File: src/rtl/mcrb_pkg.sv
// ----------------------------------------------------------------------------
// mcrb_pkg
// Shared constants, command codes and controller/datapath interface types of
// the multichannel overlap-add ring buffer core.
// ----------------------------------------------------------------------------
package mcrb_pkg;

  localparam int DEPTH     = 4096;
  localparam int CHANNELS  = 8;
  localparam int PTR_W     = $clog2(DEPTH);
  localparam int CH_W      = $clog2(CHANNELS);
  localparam int ADDR_W    = CH_W + PTR_W;
  localparam int MEM_DEPTH = DEPTH * CHANNELS;
  localparam int LEN_W     = PTR_W + 1;
  localparam int NCH_W     = CH_W + 1;
  localparam int SAMPLE_W  = 24;
  localparam int CMD_W     = 4;
  localparam int CNT_W     = 13;
  localparam int POS_W     = 12;
  localparam int STATUS_W  = 2;
  localparam int CFG_IDX_W = 2;
  localparam int CFG_W     = 13;

  localparam logic [CMD_W-1:0] CMD_WR_REPL    = 4'd0;
  localparam logic [CMD_W-1:0] CMD_WR_ADD     = 4'd1;
  localparam logic [CMD_W-1:0] CMD_RD         = 4'd2;
  localparam logic [CMD_W-1:0] CMD_RD_ADD     = 4'd3;
  localparam logic [CMD_W-1:0] CMD_RD_ADD_CLR = 4'd4;
  localparam logic [CMD_W-1:0] CMD_CLR_WR     = 4'd5;
  localparam logic [CMD_W-1:0] CMD_ADV_WR     = 4'd6;
  localparam logic [CMD_W-1:0] CMD_ADV_RD     = 4'd7;
  localparam logic [CMD_W-1:0] CMD_CATCHUP    = 4'd8;
  localparam logic [CMD_W-1:0] CMD_SET_PTRS   = 4'd9;

  localparam logic [STATUS_W-1:0] STS_OK      = 2'd0;
  localparam logic [STATUS_W-1:0] STS_BAD_CH  = 2'd1;
  localparam logic [STATUS_W-1:0] STS_BAD_CNT = 2'd2;
  localparam logic [STATUS_W-1:0] STS_BAD_POS = 2'd3;

  localparam logic [CFG_IDX_W-1:0] CFG_LENGTH   = 2'd0;
  localparam logic [CFG_IDX_W-1:0] CFG_CHANNELS = 2'd1;

  localparam logic [LEN_W-1:0] LEN_RESET = LEN_W'(DEPTH);
  localparam logic [NCH_W-1:0] NCH_RESET = NCH_W'(2);
  localparam logic [LEN_W-1:0] LEN_MAX   = LEN_W'(DEPTH);
  localparam logic [NCH_W-1:0] NCH_MAX   = NCH_W'(CHANNELS);

  typedef struct packed {
    logic load;
    logic clear;
    logic exec;
    logic finish;
  } ctrl_cmd_t;

  typedef struct packed {
    logic clear_last;
    logic mem_op;
  } dp_status_t;

endpackage

File: src/rtl/mcrb_ctrl.sv
// ----------------------------------------------------------------------------
// mcrb_ctrl
// Sequencer: clearing pass after reset, command latch, execute and
// read-modify-write steps.
// ----------------------------------------------------------------------------
module mcrb_ctrl (
  input  logic                 clk_i,
  input  logic                 rst_ni,
  input  logic                 start,
  input  mcrb_pkg::dp_status_t dp_status_i,
  output mcrb_pkg::ctrl_cmd_t  ctrl_cmd_o,
  output logic                 busy
);

  typedef enum logic [3:0] {
    S_IDLE  = 4'b0001,
    S_CLEAR = 4'b0010,
    S_EXEC  = 4'b0100,
    S_MEM   = 4'b1000
  } state_e;

  state_e state_q, state_d;

  always_comb begin
    state_d    = state_q;
    ctrl_cmd_o = '0;
    case (state_q)
      S_IDLE: begin
        if (start) begin
          ctrl_cmd_o.load = 1'b1;
          state_d         = S_EXEC;
        end
      end
      S_CLEAR: begin
        ctrl_cmd_o.clear = 1'b1;
        if (dp_status_i.clear_last) state_d = S_IDLE;
      end
      S_EXEC: begin
        ctrl_cmd_o.exec = 1'b1;
        state_d         = dp_status_i.mem_op ? S_MEM : S_IDLE;
      end
      S_MEM: begin
        ctrl_cmd_o.finish = 1'b1;
        state_d           = S_IDLE;
      end
      default: begin
        state_d = S_IDLE;
      end
    endcase
  end

  always_ff @(posedge clk_i or negedge rst_ni) begin
    if (!rst_ni) begin
      state_q <= S_CLEAR;
    end else begin
      state_q <= state_d;
    end
  end

  assign busy = (state_q != S_IDLE);

endmodule

File: config.mk
export PLATFORM = sky130hd
export DESIGN_NAME = mcrb_ctrl
export DESIGN_NICKNAME = d
export VERILOG_FILES = /design/src/rtl/mcrb_pkg.sv /design/src/rtl/mcrb_ctrl.sv
export SDC_FILE = /design/constraint.sdc
export NUM_CORES = 1
export LEC_CHECK = 0
export BUFFER_PORTS_ARGS = -buffer_cell sky130_fd_sc_hd__buf_4
export CAP_MARGIN = 30
export CORE_AREA = 2 2 39 41
export DETAILED_ROUTE_END_ITERATION = 10
export DIE_AREA = 0 0 41 43
export GPL_ROUTABILITY_DRIVEN = 0
export SYNTH_ARGS = -nofsm -noshare
export SYNTH_HDL_FRONTEND = slang
export SYNTH_SLANG_ARGS = --single-unit
File: constraint.sdc
create_clock -name clk_i -period 3.17 [get_ports clk_i]
set_clock_uncertainty 0.1 [all_clocks]
set_input_delay 0.1585 -clock clk_i [delete_from_list [all_inputs] [get_ports clk_i]]
set_output_delay 0.1585 -clock clk_i [all_outputs]
set_load 0.03 [all_outputs]
==> summary.md <==
| Metric | Value |
|---|---|
| Outcome | `finished clean` |
| Largest family of logic cells by synthesized area | `simple AND/OR/NAND/NOR gates` |
| GRT Residual Overflow | `0` |
| Synth Area in Compound Gates | `around 7.6%` |
| Max reg flops | `4` |
| Post-CTS sizing | `0` |
| Max Fclk | `roughly 570 MHz` |
| Min-delay src | `dp_status_i[0]` |
| Placed inst area | `~290 um2` |
| Largest net degree at the start of global routing | `7` |
| Hold path depth | `2` |
| Post-Synth Simple-Gate Area | `between 30% and 40%` |
| Top Ports | `10` |
| Final-report hold violation count | `0` |
| Reg2reg setup slack | `roughly 1.8 ns` |
| Sequential area share after synthesis | `51.3%` |
| Chip height | `approximately 43 um` |
| CP arrival | `1.51 ns` |
| Yosys top cell area share | `38.0%` |
| RSZ-0062 raised after global routing | `no` |
| Tightest Pin Transition | `roughly 0.37 ns` |
| Worst path bufs/invs | `1` |
| Setup violators final | `0` |
| CP max-delay cell | `or4b_4` |
| Starting DRT DRC Count | `3` |
| Crit. End Element | `primary output` |
| Worst Path Max Fanout | `6` |
| Worst flop-to-flop path endpoint | `state_q[0]` |
| WL per Instance | `between 9 and 10 um` |
| Placed cells | `43` |
| Top delay family on crit path | `simple AND/OR/NAND/NOR gates` |
| Post-Synth XOR/XNOR Area | `0%` |
| FF-to-FF path depth | `3` |
| Max cap viols | `0` |
| Mux cell area share after synthesis | `0%` |
| Syn nets | `23` |
| Antenna Nets Post-Route | `0` |
| Clk buf depth | `2` |
| Crit Path Class | `register to primary output` |
| Post-Synth Adder-Cell Area | `0%` |
| Mapped Avg Cell Area | `roughly 11 um2` |
| DP HPWL | `around 350 um` |
| Worst EP required | `2.91 ns` |
| Share of post-route cells with drive strength above 1 | `48.5%` |
| Final instance area | `~330 um2` |
| Vias in the first global route | `about 200` |
| Num rows | `14` |
| Synth warn | `0` |
| Die Wd | `around 41 um` |
| Residual DRC | `0` |
| P&R area growth vs syn | `67.7%` |
| Routed vias | `about 200` |
| Crit path launch type | `register` |
| # port buffers | `9` |
| Delay of the slowest critical-path stage | `0.57 ns` |
| Nets | `39` |
| Final core utilization | `24.0%` |
| CTS sink cnt | `4` |
| Biggest registers after layout | `state_q: 4 flops` |
| # diodes | `0` |
| H-tree levels | `1` |
| Reg with most FFs | `state_q` |
| Slew headroom | `74.9%` |
| Max VDD drop | `roughly 0.15 mV` |
| Root buffer cell | `clkbuf_4` |
| Worst r2r src | `state_q[3]` |
| Fin crit share | `55.8%` |
| Setup Fix Bufs, Post-CTS | `0` |
| Power Density | `between 500 and 600 nW/um2` |
| Fillers | `about 160` |
| Starting Density | `between 10% and 20%` |
| TritonCTS clock tree | `yes` |
| Max-slew violation count | `0` |
| Critical path origin | `state_q[3]` |
| Synth unique cells | `14` |
| Synth area leaders | `dfrtp_1, dfstp_2, nor4b_1` |
| CTS clk-pin slew, worst paths | `approximately 0.040 ns` |
| Hold path endpoint | `state_q[3]` |
| Initial antenna violation count | `0` |
| Setup tns final | `0 ns` |
| Leakage | `0.000146 uW` |
| Core area | `1380 um2` |
| Final non-filler cell total | `49` |
| DR vias/cell | `3.98` |
| Yosys reg bits | `4` |
| Worst min path class | `input port to register` |
| Routed WL | `between 400 and 500 um` |
| Commonest non-fill, non-tap cell in the layout | `buf_4` |
| Die ar. | `1760 um2` |
| Synth Instances | `18` |
| First-pass GRT wire length | `between 600 and 700 um` |
| Total CTS buffers | `3` |
| Yosys top cell by area | `dfrtp_1` |
| Cell Area, Synth | `roughly 200 um2` |
| Min Tclk post-route | `roughly 1.8 ns` |
| Iteration count of the initial detailed-routing pass | `2` |
| GRT Overall Usage | `under 10%` |
| Worst path cell trace | `or4b_4 > nor2_4 > buf_4` |
| Clk_lat worst skew | `about 0.24 ns` |
| Most frequent cells in the layout | `buf_4, clkbuf_4, dfrtp_1` |
==> final cells by class <==
class                           count  area [um2]  area share [%]
Timing Repair Buffer               11        87.6            26.4
Sequential cell                     4         101            30.6
Clock buffer                        4        26.3            7.92
Multi-Input combinational cell     13        92.6            27.9
Inverter                            1        3.75            1.13
Tap cell                           16        20.0            6.04
==> cell families (layout without fill, tap and decap cells) <==
| kind of cell | after synthesis | after routing |
|---|---|---|
| flops | 4 | 4 |
| simple gates | 11 | 11 |
| compound gates | 2 | 2 |
| buf+inv | 1 | 16 |
==> worst max path at each step <==
stage | to | slack, ns | cells past startpoint
after floorplan | state_q[3] | 1.22 | 2
after global placement | ctrl_cmd_o[3] | 1.65 | 3
after detailed placement | ctrl_cmd_o[3] | 1.65 | 3
after CTS | ctrl_cmd_o[3] | 1.39 | 3
after global routing | ctrl_cmd_o[3] | 1.36 | 3
final | ctrl_cmd_o[3] | 1.40 | 3
==> per-layer routing <==
layer  routed length (um)  track usage [%]
met3                   42             3.14
met5                    0                0
met1                  202             5.52
met4                    0             8.00
met2                  239             8.75
==> timing repair <==
action,in CTS,in global routing
endpoints found under the hold margin,5,0
hold buffers,2,0
endpoints found under the setup margin,0,0
==> per-stage QoR <==
stage	total power [uW]	worst slack, ns	hold slack (ns)
after CTS	198	1.39	0.0420
after global placement	123	1.65	-0.142
after global routing	205	1.36	0.0519
after floorplan	102	1.22	-0.237
after detailed placement	123	1.65	-0.143
final	195	1.40	0.0488
==> synth_stat cells, drive strengths merged <==
master and count:
nor4b 2, and2 1, nor2 3, a21oi 1
nor3 1, o22ai 1, dfstp 1, or4b 1
nand2 1, inv 1, dfrtp 3, nor4 1
nand2b 1
==> where the power goes <==
part | leakage, uW | switching, uW | internal [uW]
Clock | 0.0000150 | 23.9 | 47.4
Sequential | 0.0000475 | 7.63 | 57.0
Combinational | 0.0000838 | 32.0 | 26.9
Total | 0.000146 | 63.5 | 131
Power figures use the tool's default switching activity.
